--- src/bolb_pkg.sv ---
`timescale 1ns / 1ps
package bolb_pkg;
	typedef enum logic [1:0] {
		CMD_CLEAR = 2'd0,
		CMD_LOAD  = 2'd1,
		CMD_QUERY = 2'd2,
		CMD_NONE  = 2'd3
	} cmd_t;

	typedef enum logic [3:0] {
		ST_IDLE,
		ST_READ,
		ST_GEOM,
		ST_AREA,
		ST_SUMS,
		ST_DIV,
		ST_NEXT,
		ST_DONE,
		ST_OUT
	} state_t;

	// controller -> datapath
	typedef struct packed {
		logic take;      // capture request
		logic rd;        // register table entry
		logic geom;      // intersection / area terms
		logic area;      // area products
		logic sums;      // num/den and decision
		logic div_start;
		logic fold;      // fold overlap into best
		logic next;      // advance box index
		logic finish;    // form result
	} ctl_t;

	// datapath -> controller
	typedef struct packed {
		logic is_query;
		logic empty;
		logic first_neg;
		logic last_box;
		logic need_div;
		logic div_done;
	} sts_t;
endpackage

--- src/bolb_if.sv ---
`timescale 1ns / 1ps
interface bolb_in_if #(parameter int COORD_BITS = 12);
	logic                  valid;
	logic                  ready;
	logic [1:0]            command;
	logic [COORD_BITS-1:0] lo_left;
	logic [COORD_BITS-1:0] lo_top;
	logic [COORD_BITS-1:0] lo_right;
	logic [COORD_BITS-1:0] lo_bottom;
	logic [COORD_BITS-1:0] hi_left;
	logic [COORD_BITS-1:0] hi_top;
	logic [COORD_BITS-1:0] hi_right;
	logic [COORD_BITS-1:0] hi_bottom;
	logic                  negative_image;
	modport source (output valid, command, lo_left, lo_top, lo_right, lo_bottom,
		hi_left, hi_top, hi_right, hi_bottom, negative_image, input ready);
	modport sink (input valid, command, lo_left, lo_top, lo_right, lo_bottom,
		hi_left, hi_top, hi_right, hi_bottom, negative_image, output ready);
endinterface

interface bolb_out_if #(parameter int FRAC_BITS = 16);
	logic                 valid;
	logic                 ready;
	logic [FRAC_BITS:0]   loss_value;
	logic                 status;
	modport source (output valid, loss_value, status, input ready);
	modport sink (input valid, loss_value, status, output ready);
endinterface

--- src/bolb_div.sv ---
`timescale 1ns / 1ps
// Restoring divider, one quotient bit per cycle.
module bolb_div #(
	parameter int NW = 40,
	parameter int DW = 27
) (
	input  logic          clk,
	input  logic          arst_n,
	input  logic          start,
	input  logic [NW-1:0] num,
	input  logic [DW-1:0] den,
	output logic          done,
	output logic [NW-1:0] quo
);
	localparam int CW = $clog2(NW + 1);
	logic [NW-1:0] q_q;
	logic [DW:0]   rem_q;
	logic [DW-1:0] den_q;
	logic [CW-1:0] cnt_q;
	logic          busy_q;
	logic [DW:0]   trial;
	logic [DW:0]   sub;

	assign trial = {rem_q[DW-1:0], q_q[NW-1]};
	assign sub   = trial - {1'b0, den_q};

	always_ff @(posedge clk or negedge arst_n) begin
		if (!arst_n) begin
			busy_q <= 1'b0;
			cnt_q  <= '0;
			done   <= 1'b0;
		end else begin
			done <= 1'b0;
			if (start) begin
				busy_q <= 1'b1;
				cnt_q  <= CW'(NW);
			end else if (busy_q) begin
				cnt_q <= cnt_q - 1'b1;
				if (cnt_q == CW'(1)) begin
					busy_q <= 1'b0;
					done   <= 1'b1;
				end
			end
		end
	end

	always_ff @(posedge clk) begin
		if (start) begin
			q_q   <= num;
			rem_q <= '0;
			den_q <= den;
		end else if (busy_q) begin
			if (!sub[DW]) begin
				rem_q <= sub;
				q_q   <= {q_q[NW-2:0], 1'b1};
			end else begin
				rem_q <= trial;
				q_q   <= {q_q[NW-2:0], 1'b0};
			end
		end
	end

	assign quo = q_q;
endmodule

--- src/bolb_ctrl.sv ---
`timescale 1ns / 1ps
module bolb_ctrl (
	input  logic              clk,
	input  logic              arst_n,
	input  logic              in_valid,
	output logic              in_ready,
	output logic              out_valid,
	input  logic              out_ready,
	input  bolb_pkg::sts_t    sts,
	output bolb_pkg::ctl_t    ctl
);
	bolb_pkg::state_t state_q, state_d;

	always_ff @(posedge clk or negedge arst_n) begin
		if (!arst_n) state_q <= bolb_pkg::ST_IDLE;
		else         state_q <= state_d;
	end

	always_comb begin
		state_d   = state_q;
		ctl       = '0;
		in_ready  = 1'b0;
		out_valid = 1'b0;
		case (state_q)
			bolb_pkg::ST_IDLE: begin
				in_ready = 1'b1;
				if (in_valid) begin
					ctl.take = 1'b1;
					state_d  = bolb_pkg::ST_READ;
				end
			end
			bolb_pkg::ST_READ: begin
				if (!sts.is_query || sts.empty || sts.first_neg) begin
					ctl.finish = 1'b1;
					state_d    = bolb_pkg::ST_OUT;
				end else begin
					ctl.rd  = 1'b1;
					state_d = bolb_pkg::ST_GEOM;
				end
			end
			bolb_pkg::ST_GEOM: begin
				ctl.geom = 1'b1;
				state_d  = bolb_pkg::ST_AREA;
			end
			bolb_pkg::ST_AREA: begin
				ctl.area = 1'b1;
				state_d  = bolb_pkg::ST_SUMS;
			end
			bolb_pkg::ST_SUMS: begin
				ctl.sums = 1'b1;
				state_d  = bolb_pkg::ST_NEXT;
			end
			bolb_pkg::ST_NEXT: begin
				if (sts.need_div) begin
					ctl.div_start = 1'b1;
					state_d       = bolb_pkg::ST_DIV;
				end else begin
					ctl.fold = 1'b1;
					state_d  = bolb_pkg::ST_DONE;
				end
			end
			bolb_pkg::ST_DIV: begin
				if (sts.div_done) begin
					ctl.fold = 1'b1;
					state_d  = bolb_pkg::ST_DONE;
				end
			end
			bolb_pkg::ST_DONE: begin
				if (sts.last_box) begin
					ctl.finish = 1'b1;
					state_d    = bolb_pkg::ST_OUT;
				end else begin
					ctl.next = 1'b1;
					ctl.rd   = 1'b1;
					state_d  = bolb_pkg::ST_GEOM;
				end
			end
			bolb_pkg::ST_OUT: begin
				out_valid = 1'b1;
				if (out_ready) state_d = bolb_pkg::ST_IDLE;
			end
			default: state_d = bolb_pkg::ST_IDLE;
		endcase
	end
endmodule

--- src/bolb_dp.sv ---
`timescale 1ns / 1ps
module bolb_dp #(
	parameter int MAX_BOXES  = 16,
	parameter int COORD_BITS = 12,
	parameter int FRAC_BITS  = 16
) (
	input  logic                  clk,
	input  logic                  arst_n,
	input  bolb_pkg::ctl_t        ctl,
	output bolb_pkg::sts_t        sts,
	input  logic [1:0]            command,
	input  logic [COORD_BITS-1:0] lo_left,
	input  logic [COORD_BITS-1:0] lo_top,
	input  logic [COORD_BITS-1:0] lo_right,
	input  logic [COORD_BITS-1:0] lo_bottom,
	input  logic [COORD_BITS-1:0] hi_left,
	input  logic [COORD_BITS-1:0] hi_top,
	input  logic [COORD_BITS-1:0] hi_right,
	input  logic [COORD_BITS-1:0] hi_bottom,
	input  logic                  negative_image,
	output logic [FRAC_BITS:0]    loss_value,
	output logic                  status
);
	localparam int CB  = COORD_BITS;
	localparam int SW  = CB + 2;           // signed edge span
	localparam int AW  = 2 * SW;           // signed area
	localparam int NSW = AW + 2;           // signed num/den
	localparam int DW  = NSW - 1;          // positive den
	localparam int QW  = DW + FRAC_BITS;
	localparam int IW  = (MAX_BOXES > 1) ? $clog2(MAX_BOXES) : 1;
	localparam int KW  = $clog2(MAX_BOXES + 1);
	localparam logic [FRAC_BITS:0] ONE = (FRAC_BITS + 1)'(1) << FRAC_BITS;

	logic [4*CB-1:0] mem [MAX_BOXES];
	logic [4*CB-1:0] ent_q;
	logic [KW-1:0]   count_q;
	logic            fneg_q;
	logic [IW-1:0]   idx_q;

	logic [1:0]      cmd_q;
	logic [CB-1:0]   ll_q, lt_q, lr_q, lb_q, hl_q, ht_q, hr_q, hb_q;

	logic signed [SW-1:0] gw_q, gh_q, mw_q, mh_q, xw_q, xh_q, iw_q, ih_q;
	logic                 zero_q;
	logic signed [AW-1:0] ga_q, ma_q, xa_q, ia_q;
	logic                 zero2_q;
	logic signed [NSW-1:0] num_q, den_q;
	logic                 ovz_q, ovone_q, needdiv_q;
	logic [FRAC_BITS:0]   best_q;
	logic [FRAC_BITS:0]   cand;
	logic                 div_done;
	logic [QW-1:0]        quo;

	// combinational geometry of registered entry
	logic signed [SW-1:0] el, et, er, eb, nl, nt, nr, nb, il, it, ir, ib;
	logic signed [NSW-1:0] num_c, den_c;

	always_comb begin
		el = SW'(ent_q[4*CB-1 -: CB]);
		et = SW'(ent_q[3*CB-1 -: CB]);
		er = SW'(ent_q[2*CB-1 -: CB]);
		eb = SW'(ent_q[CB-1:0]);
		nl = SW'(hl_q);
		nt = SW'(ht_q);
		nr = SW'(lr_q);
		nb = SW'(lb_q);
		il = (nl > el + SW'(1)) ? nl : el + SW'(1);
		it = (nt > et + SW'(1)) ? nt : et + SW'(1);
		ir = (nr < er + SW'(1)) ? nr : er + SW'(1);
		ib = (nb < eb + SW'(1)) ? nb : eb + SW'(1);
		num_c = NSW'(ma_q) + NSW'(ga_q);
		den_c = NSW'(ga_q) + NSW'(xa_q) - NSW'(ia_q);
	end

	always_ff @(posedge clk or negedge arst_n) begin
		if (!arst_n) begin
			count_q <= '0;
			fneg_q  <= 1'b0;
		end else if (ctl.take) begin
			if (command == bolb_pkg::CMD_CLEAR) begin
				count_q <= '0;
				fneg_q  <= 1'b0;
			end else if (command == bolb_pkg::CMD_LOAD && count_q < KW'(MAX_BOXES)) begin
				if (count_q == '0) fneg_q <= negative_image;
				count_q <= count_q + 1'b1;
			end
		end
	end

	always_ff @(posedge clk) begin
		if (ctl.take && command == bolb_pkg::CMD_LOAD && count_q < KW'(MAX_BOXES))
			mem[count_q[IW-1:0]] <= {lo_left, lo_top, lo_right, lo_bottom};
		if (ctl.rd)
			ent_q <= mem[ctl.next ? idx_q + 1'b1 : idx_q];
	end

	always_ff @(posedge clk) begin
		if (ctl.take) begin
			cmd_q <= command;
			ll_q <= lo_left;  lt_q <= lo_top;  lr_q <= lo_right;  lb_q <= lo_bottom;
			hl_q <= hi_left;  ht_q <= hi_top;  hr_q <= hi_right;  hb_q <= hi_bottom;
			// status reflects a dropped load
			status <= (command == bolb_pkg::CMD_LOAD) && (count_q >= KW'(MAX_BOXES));
			idx_q  <= '0;
			best_q <= '0;
		end
		if (ctl.next) idx_q <= idx_q + 1'b1;
		if (ctl.geom) begin
			gw_q <= er - el + SW'(1);  gh_q <= eb - et + SW'(1);
			mw_q <= nr - nl + SW'(1);  mh_q <= nb - nt + SW'(1);
			xw_q <= $signed(SW'(hr_q)) - $signed(SW'(ll_q)) + SW'(1);
			xh_q <= $signed(SW'(hb_q)) - $signed(SW'(lt_q)) + SW'(1);
			iw_q <= ir - il + SW'(1);  ih_q <= ib - it + SW'(1);
			zero_q <= (nr < nl) || (nb < nt) || (ir < il) || (ib < it);
		end
		if (ctl.area) begin
			ga_q <= AW'(gw_q) * AW'(gh_q);
			ma_q <= AW'(mw_q) * AW'(mh_q);
			xa_q <= AW'(xw_q) * AW'(xh_q);
			ia_q <= AW'(iw_q) * AW'(ih_q);
			zero2_q <= zero_q;
		end
		if (ctl.sums) begin
			num_q     <= num_c - den_c;
			den_q     <= den_c;
			ovz_q     <= zero2_q || den_c <= 0 || num_c <= den_c;
			ovone_q   <= num_c - den_c >= den_c;
			needdiv_q <= !(zero2_q || den_c <= 0 || num_c <= den_c)
			             && !(num_c - den_c >= den_c);
		end
		if (ctl.fold && cand > best_q) best_q <= cand;
		if (ctl.finish) begin
			if (cmd_q != bolb_pkg::CMD_QUERY || count_q == '0) loss_value <= '0;
			else if (fneg_q) loss_value <= ONE;
			else loss_value <= ONE - best_q;
		end
	end

	always_comb begin
		if (ovz_q)       cand = '0;
		else if (ovone_q) cand = ONE;
		else             cand = quo[FRAC_BITS:0];
	end

	bolb_div #(.NW(QW), .DW(DW)) u_div (
		.clk   (clk),
		.arst_n(arst_n),
		.start (ctl.div_start),
		.num   ({num_q[DW-1:0], FRAC_BITS'(0)}),
		.den   (den_q[DW-1:0]),
		.done  (div_done),
		.quo   (quo)
	);

	assign sts.is_query  = cmd_q == bolb_pkg::CMD_QUERY;
	assign sts.empty     = count_q == '0;
	assign sts.first_neg = fneg_q;
	assign sts.last_box  = KW'(idx_q) + 1'b1 >= count_q;
	assign sts.need_div  = needdiv_q;
	assign sts.div_done  = div_done;
endmodule

--- src/box_overlap_loss_bound_unit.sv ---
`timescale 1ns / 1ps
// Box overlap loss bound unit.
// Input channel (in): one request per command. Clear empties the table,
// load appends a ground-truth box (status=1 if the table is full), query
// returns 1 minus the best lower-bounded overlap, unsigned Q1.FRAC_BITS.
// Output channel (out): exactly one response per request, in order.
// Clear, load, unused commands and trivial queries (empty table or
// negative first box) pass from acceptance through READ to OUT, where
// out.valid is raised.
// A full query walks count stored boxes. Each box passes the GEOM, AREA,
// SUMS, NEXT and DONE states (geometry, area, sums and fold), and when the
// overlap is fractional also waits in DIV for the restoring divider
// (QW = 2*COORD_BITS+5+FRAC_BITS bits, 45 by default).
// One request is in flight at a time: in.ready is low from acceptance
// until the response is taken.
// Reset (arst_n low) empties the table and clears the negative flag;
// table contents are only read below the fill count.
// If out.ready is low the response holds on the port until taken.
module box_overlap_loss_bound_unit #(
	parameter int MAX_BOXES  = 16,
	parameter int COORD_BITS = 12,
	parameter int FRAC_BITS  = 16
) (
	input logic clk,
	input logic arst_n,
	bolb_in_if.sink    in,
	bolb_out_if.source out
);
	bolb_pkg::ctl_t ctl;
	bolb_pkg::sts_t sts;

	bolb_ctrl u_ctrl (
		.clk      (clk),
		.arst_n   (arst_n),
		.in_valid (in.valid),
		.in_ready (in.ready),
		.out_valid(out.valid),
		.out_ready(out.ready),
		.sts      (sts),
		.ctl      (ctl)
	);

	bolb_dp #(.MAX_BOXES(MAX_BOXES), .COORD_BITS(COORD_BITS), .FRAC_BITS(FRAC_BITS)) u_dp (
		.clk           (clk),
		.arst_n        (arst_n),
		.ctl           (ctl),
		.sts           (sts),
		.command       (in.command),
		.lo_left       (in.lo_left),
		.lo_top        (in.lo_top),
		.lo_right      (in.lo_right),
		.lo_bottom     (in.lo_bottom),
		.hi_left       (in.hi_left),
		.hi_top        (in.hi_top),
		.hi_right      (in.hi_right),
		.hi_bottom     (in.hi_bottom),
		.negative_image(in.negative_image),
		.loss_value    (out.loss_value),
		.status        (out.status)
	);
endmodule

--- src/flat_wrapper.sv ---
// flat-port wrapper written by rule: the top's interface ports become plain ports
module box_overlap_loss_bound_unit_flat 
#(
	parameter int MAX_BOXES  = 16,
	parameter int COORD_BITS = 12,
	parameter int FRAC_BITS  = 16
)
  (clk, arst_n, in_valid, in_command, in_lo_left, in_lo_top, in_lo_right, in_lo_bottom, in_hi_left, in_hi_top, in_hi_right, in_hi_bottom, in_negative_image, in_ready, out_valid, out_loss_value, out_status, out_ready);
  bolb_in_if #(.COORD_BITS(COORD_BITS)) in_i ();
  bolb_out_if #(.FRAC_BITS(FRAC_BITS)) out_i ();
  input logic clk;
  input logic arst_n;
  input wire logic [$bits(in_i.valid)-1:0] in_valid;
  input wire logic [$bits(in_i.command)-1:0] in_command;
  input wire logic [$bits(in_i.lo_left)-1:0] in_lo_left;
  input wire logic [$bits(in_i.lo_top)-1:0] in_lo_top;
  input wire logic [$bits(in_i.lo_right)-1:0] in_lo_right;
  input wire logic [$bits(in_i.lo_bottom)-1:0] in_lo_bottom;
  input wire logic [$bits(in_i.hi_left)-1:0] in_hi_left;
  input wire logic [$bits(in_i.hi_top)-1:0] in_hi_top;
  input wire logic [$bits(in_i.hi_right)-1:0] in_hi_right;
  input wire logic [$bits(in_i.hi_bottom)-1:0] in_hi_bottom;
  input wire logic [$bits(in_i.negative_image)-1:0] in_negative_image;
  output wire logic [$bits(in_i.ready)-1:0] in_ready;
  output wire logic [$bits(out_i.valid)-1:0] out_valid;
  output wire logic [$bits(out_i.loss_value)-1:0] out_loss_value;
  output wire logic [$bits(out_i.status)-1:0] out_status;
  input wire logic [$bits(out_i.ready)-1:0] out_ready;
  assign in_i.valid = in_valid;
  assign in_i.command = in_command;
  assign in_i.lo_left = in_lo_left;
  assign in_i.lo_top = in_lo_top;
  assign in_i.lo_right = in_lo_right;
  assign in_i.lo_bottom = in_lo_bottom;
  assign in_i.hi_left = in_hi_left;
  assign in_i.hi_top = in_hi_top;
  assign in_i.hi_right = in_hi_right;
  assign in_i.hi_bottom = in_hi_bottom;
  assign in_i.negative_image = in_negative_image;
  assign in_ready = in_i.ready;
  assign out_valid = out_i.valid;
  assign out_loss_value = out_i.loss_value;
  assign out_status = out_i.status;
  assign out_i.ready = out_ready;
  box_overlap_loss_bound_unit #(.MAX_BOXES(MAX_BOXES), .COORD_BITS(COORD_BITS), .FRAC_BITS(FRAC_BITS)) u_core (.clk(clk), .arst_n(arst_n), .in(in_i), .out(out_i));
endmodule
--- config.mk ---
export PLATFORM = sky130hd
export DESIGN_NAME = box_overlap_loss_bound_unit_flat
export DESIGN_NICKNAME = d
export VERILOG_FILES = /design/src/bolb_pkg.sv /design/src/bolb_if.sv /design/src/bolb_div.sv /design/src/bolb_ctrl.sv /design/src/bolb_dp.sv /design/src/box_overlap_loss_bound_unit.sv /design/src/flat_wrapper.sv
export SDC_FILE = /design/constraint.sdc
export NUM_CORES = 2
export LEC_CHECK = 0
export ABC_AREA = 1
export BUFFER_PORTS_ARGS = -buffer_cell sky130_fd_sc_hd__buf_2
export CAP_MARGIN = 20
export CORE_UTILIZATION = 45
export CTS_CLUSTER_DIAMETER = 60
export CTS_CLUSTER_SIZE = 25
export DETAILED_ROUTE_END_ITERATION = 10
export PLACE_DENSITY = 0.66
export SYNTH_ARGS = -nofsm -noshare
export SYNTH_HDL_FRONTEND = slang
export SYNTH_SLANG_ARGS = --single-unit
--- constraint.sdc ---
create_clock -name clk -period 12.2 [get_ports clk]
set_clock_uncertainty 0.1 [all_clocks]
set_input_delay 0.61 -clock clk [delete_from_list [all_inputs] [get_ports clk]]
set_output_delay 0.61 -clock clk [all_outputs]
set_load 0.02 [all_outputs]
==> impl_summary.log <==
INFO  metric die_height = 469 µm
INFO  metric antenna_violating_nets_post_route = 0
INFO  metric worst_slew_margin_rel = 0.235
INFO  metric postSynthRegisterBits = 1,361
INFO  metric ctsHoldBuffers = 51
INFO  metric clockRootBuffer = sky130_fd_sc_hd__clkbuf_16
INFO  metric vias = 67,900
INFO  metric synthesis.area_per_instance = 10.0 µm²
INFO  metric hold_class = in -> reg
INFO  metric critical_path_buffers_and_inverters = 5
INFO  metric cts_made_buffers = 100
INFO  metric chipWidth = 469 µm
INFO  metric num_io_pins = 123
INFO  metric cp_cell_sequence = nand2_1 > fa_1 > fa_1 > inv_1 > fa_1 > inv_1 > fa_1 > inv_1 > fa_1 > inv_1 > fa_1 > inv_1 > ha_1 > nand2_1 > nor3_1 > nand4_1 > o211ai_1 > nand2_1 > nand2_1 > nand2_1 > nand2_1 > a21boi_0 > xnor2_1
INFO  metric vias_per_cell = 5.34
INFO  metric place_hpwl = 187 mm
INFO  metric family_with_the_most_delay_on_the_worst_path = adder cells
INFO  metric number_of_levels_in_the_clock_h_tree = 3
INFO  metric number_of_setup_violations_in_the_final_report = 0
INFO  metric core = 215,000 µm²
INFO  metric fin_crit = 6.90 ns
INFO  metric finalWeightedCongestion = 0.961
INFO  metric final_common_cell = sky130_fd_sc_hd__inv_1
INFO  metric final.fill_count = 19,300
INFO  metric drc_violation_count_after_routing = 0
INFO  metric cts-resized-gates = 0
INFO  metric unrepaired_setup_endpoints_after_global_routing = no
INFO  metric rows = 170
INFO  metric detail_route.iter0.violations = 5,609
INFO  metric timing.setup.critical_path_class = reg -> reg
INFO  metric first_global_vias = 69,200
INFO  metric timing.max_cap.violations = 0
INFO  metric synth_sequential_area_ratio = 0.412
INFO  metric synth-edff-count = 1,298
INFO  metric tritoncts = yes
INFO  metric synth.lib_cells_used.distinct = 65
INFO  metric netlist_top_cells_area = sky130_fd_sc_hd__edfxtp_1 (40%), sky130_fd_sc_hd__fa_1 (17%), sky130_fd_sc_hd__ha_1 (8.0%), sky130_fd_sc_hd__inv_1 (7.2%), sky130_fd_sc_hd__nand2_1 (6.4%)
INFO  metric synthesis.yosys.warnings = 0
INFO  metric buffers_inserted_during_post_cts_setup_optimization = 0
INFO  metric grt.total_usage = 0.235
INFO  metric drt_wl_total = 256 mm
INFO  metric antenna_found_initial = 27
INFO  metric finalHoldViolCount = 0
INFO  metric timing_worst_slew_pin_value = 1.15 ns
INFO  metric tritoncts_num_sinks = 1,361
INFO  metric maximum_number_of_pins_on_one_net_before_global_route_repair = 235
INFO  metric start_util = 0.455
INFO  metric final-max-slew-violation-count = 0
INFO  metric post_syn_instances = 9,758
INFO  metric wl_per_cell = 20.2 µm
INFO  metric drt_pass1_iterations = 6
INFO  metric run_status = finished, final reports clean
INFO  metric overflow = 0
INFO  metric setup_tns = 0 ns
INFO  metric max_clock_freq = 0.145 GHz
INFO  metric critical-path-max-stage-delay = 0.80 ns
INFO  metric longest_clk_path_bufs = 3
INFO  metric most_common_flop_cell_mapped_by_yosys = sky130_fd_sc_hd__edfxtp_1
INFO  metric layout_common_cells = sky130_fd_sc_hd__inv_1 (1,884), sky130_fd_sc_hd__nand2_1 (1,666), sky130_fd_sc_hd__edfxtp_1 (1,298)
INFO  metric synth.largest_area_cell = sky130_fd_sc_hd__edfxtp_1
INFO  metric worst_setup_hold_path_clk_slew = 0.08 ns
INFO  metric max_fanout_on_critical_path = 14
INFO  metric cp_capture_type = flip-flop
INFO  metric synth.top_cell.area_share = 0.398
INFO  metric timing.final.crit_share = 0.565
INFO  metric async_reset_ff_frac = 0.0132
INFO  metric placement.io_buffers = 122
INFO  metric synth.cell_area = 97,900 µm²
INFO  metric floorplan.die_area = 220,000 µm²
INFO  metric worst_skew_pair.late_latency = 0.80 ns
INFO  metric cp_data_arrival_time = 7.27 ns
INFO  metric fin_nets = 11,300
INFO  metric required = 12.57 ns
INFO  metric grt_pass1_wl = 398 mm
INFO  metric layout_area_growth_over_synthesis = 7.94%
INFO  metric cpMaxStageDelayCell = sky130_fd_sc_hd__edfxtp_1
INFO  metric timing.critical_path.from_type = flip-flop
INFO  metric post_route_cells_drive_above_1_share = 0.0588
registers in the layout, indices dropped and copies added, names as in the netlist, 14 cells and up:
name                     count
u_core.u_dp.loss_value      17
u_core.u_dp.den_q           29
u_core.u_dp.xh_q            14
u_core.u_dp.ma_q            28
u_core.u_dp.gh_q            14
u_core.u_dp.ia_q            28
u_core.u_dp.best_q          17
u_core.u_dp.xa_q            28
u_core.u_dp.num_q           29
u_core.u_dp.xw_q            14
u_core.u_dp.ent_q           48
u_core.u_dp.mw_q            14
u_core.u_dp.ga_q            28
u_core.u_dp.u_div.den_q     29
u_core.u_dp.ih_q            14
u_core.u_dp.mh_q            14
u_core.u_dp.iw_q            14
u_core.u_dp.u_div.quo       45
u_core.u_dp.u_div.rem_q     29
u_core.u_dp.gw_q            14
u_core.u_dp.mem            768
layer usage:
metal / vias up / wire (µm) / track usage / part of all wire
met5: - / 149 / 0 / 0.00058
met4: 24 / 9090 / 0.0771 / 0.035
met3: 413 / 13800 / 0.0276 / 0.054
met2: 1963 / 125000 / 0.408 / 0.49
met1: 33600 / 108000 / 0.304 / 0.42
li1: 31900 / - / - / -
cells by family (layout without fill, tap and decap cells):
| kind of cell | Yosys count | count (layout) | synth area share |
|---|---|---|---|
| buffers and inverters | 2201 | 2307 | 0.0869 |
| xor gates and xnor gates | 371 | 371 | 0.0332 |
| other | 2 | 14 | 0.0000767 |
| AOI/OAI and AO/OA | 1369 | 1369 | 0.0857 |
| DFF | 1361 | 1361 | 0.412 |
| and+or+nand+nor | 2994 | 2994 | 0.132 |
| adders and majority gates | 1460 | 1460 | 0.250 |
cell usage after synthesis (6+ instances only):
| library cell | instances |
|---|---|
| sky130_fd_sc_hd__a31oi_1 | 40 |
| sky130_fd_sc_hd__nand2_2 | 6 |
| sky130_fd_sc_hd__o21ai_1 | 16 |
| sky130_fd_sc_hd__a21o_1 | 24 |
| sky130_fd_sc_hd__or2_0 | 34 |
| sky130_fd_sc_hd__inv_1 | 1886 |
| sky130_fd_sc_hd__o2111ai_1 | 6 |
| sky130_fd_sc_hd__xor2_1 | 253 |
| sky130_fd_sc_hd__o21a_1 | 14 |
| sky130_fd_sc_hd__buf_6 | 16 |
| sky130_fd_sc_hd__o211ai_1 | 404 |
| sky130_fd_sc_hd__clkbuf_1 | 190 |
| sky130_fd_sc_hd__or2_2 | 168 |
| sky130_fd_sc_hd__xnor2_1 | 118 |
| sky130_fd_sc_hd__o221ai_1 | 6 |
| sky130_fd_sc_hd__o21bai_1 | 29 |
| sky130_fd_sc_hd__o21ai_0 | 382 |
| sky130_fd_sc_hd__ha_1 | 626 |
| sky130_fd_sc_hd__nand3b_1 | 17 |
| sky130_fd_sc_hd__a22o_1 | 27 |
| sky130_fd_sc_hd__nand3_1 | 343 |
| sky130_fd_sc_hd__nor2_1 | 470 |
| sky130_fd_sc_hd__or2_1 | 97 |
| sky130_fd_sc_hd__nor3_1 | 83 |
| sky130_fd_sc_hd__nand4_1 | 62 |
| sky130_fd_sc_hd__inv_2 | 9 |
| sky130_fd_sc_hd__nand2_1 | 1667 |
| sky130_fd_sc_hd__a21boi_0 | 9 |
| sky130_fd_sc_hd__a21oi_1 | 361 |
| sky130_fd_sc_hd__buf_2 | 87 |
| sky130_fd_sc_hd__edfxtp_1 | 1298 |
| sky130_fd_sc_hd__a22oi_1 | 15 |
| sky130_fd_sc_hd__dfxtp_1 | 45 |
| sky130_fd_sc_hd__fa_1 | 834 |
| sky130_fd_sc_hd__a211oi_1 | 7 |
| sky130_fd_sc_hd__dfrtp_1 | 18 |
| sky130_fd_sc_hd__o22ai_1 | 6 |
| sky130_fd_sc_hd__nor4_1 | 29 |
through the flow:
stage	hold slack [ns]	utilization	setup WS, ns	cells	instance area (µm²)
final	0.0831	0.491	5.30	12700	106000
after global routing	0.0388	0.491	4.88	12700	106000
after CTS	0.0160	0.490	5.36	12700	106000
after detailed placement	0.305	0.470	5.39	12500	101000
after global placement	0.301	0.470	5.38	12500	101000
after floorplan	0.214	-	5.91	9760	98000
worst paths after layout:
| kind | startpoint | to | slack [ns] | cells after the start |
|---|---|---|---|---|
| worst max-delay path | u_core.u_dp.gw_q[10] | u_core.u_dp.ga_q[23] | 5.30 | 23 |
| worst min-delay path | in_negative_image | u_core.u_dp.fneg_q | 0.08 | 3 |
| worst max register to register | u_core.u_dp.gw_q[10] | u_core.u_dp.ga_q[23] | 5.30 | 23 |
| worst min register to register | u_core.u_dp.zero_q | u_core.u_dp.zero2_q | 0.29 | 0 |
| max in group asynchronous | arst_n | u_core.u_dp.u_div.cnt_q[4] | 11.22 | 2 |
| min in group asynchronous | arst_n | u_core.u_dp.fneg_q | 0.34 | 2 |
worst reg2reg max path: cells and delay by family (launching register included):
kind	cells	cell delay [ns]
AOI/OAI and AO/OA	2	0.42
xor gates and xnor gates	1	0.54
adders and majority gates	7	3.33
buffers and inverters	5	0.25
DFF	1	0.80
and+or+nand+nor	8	1.14
final cells by class:
type,instances,area (µm²),area share
clock inverters,79,1290,0.0122
inverters,1896,7140,0.0675
flip-flops and latches,1361,40300,0.381
well taps,2838,3550,0.0336
clock buffers,104,2540,0.0240
repair buffers,228,1570,0.0148
diodes,10,25.0,0.000237
multi-input cells,6198,49300,0.466
Power is left out: the tool's default activity adds up to more than one toggle a clock period on the data nets, which glitch-free logic cannot reach.
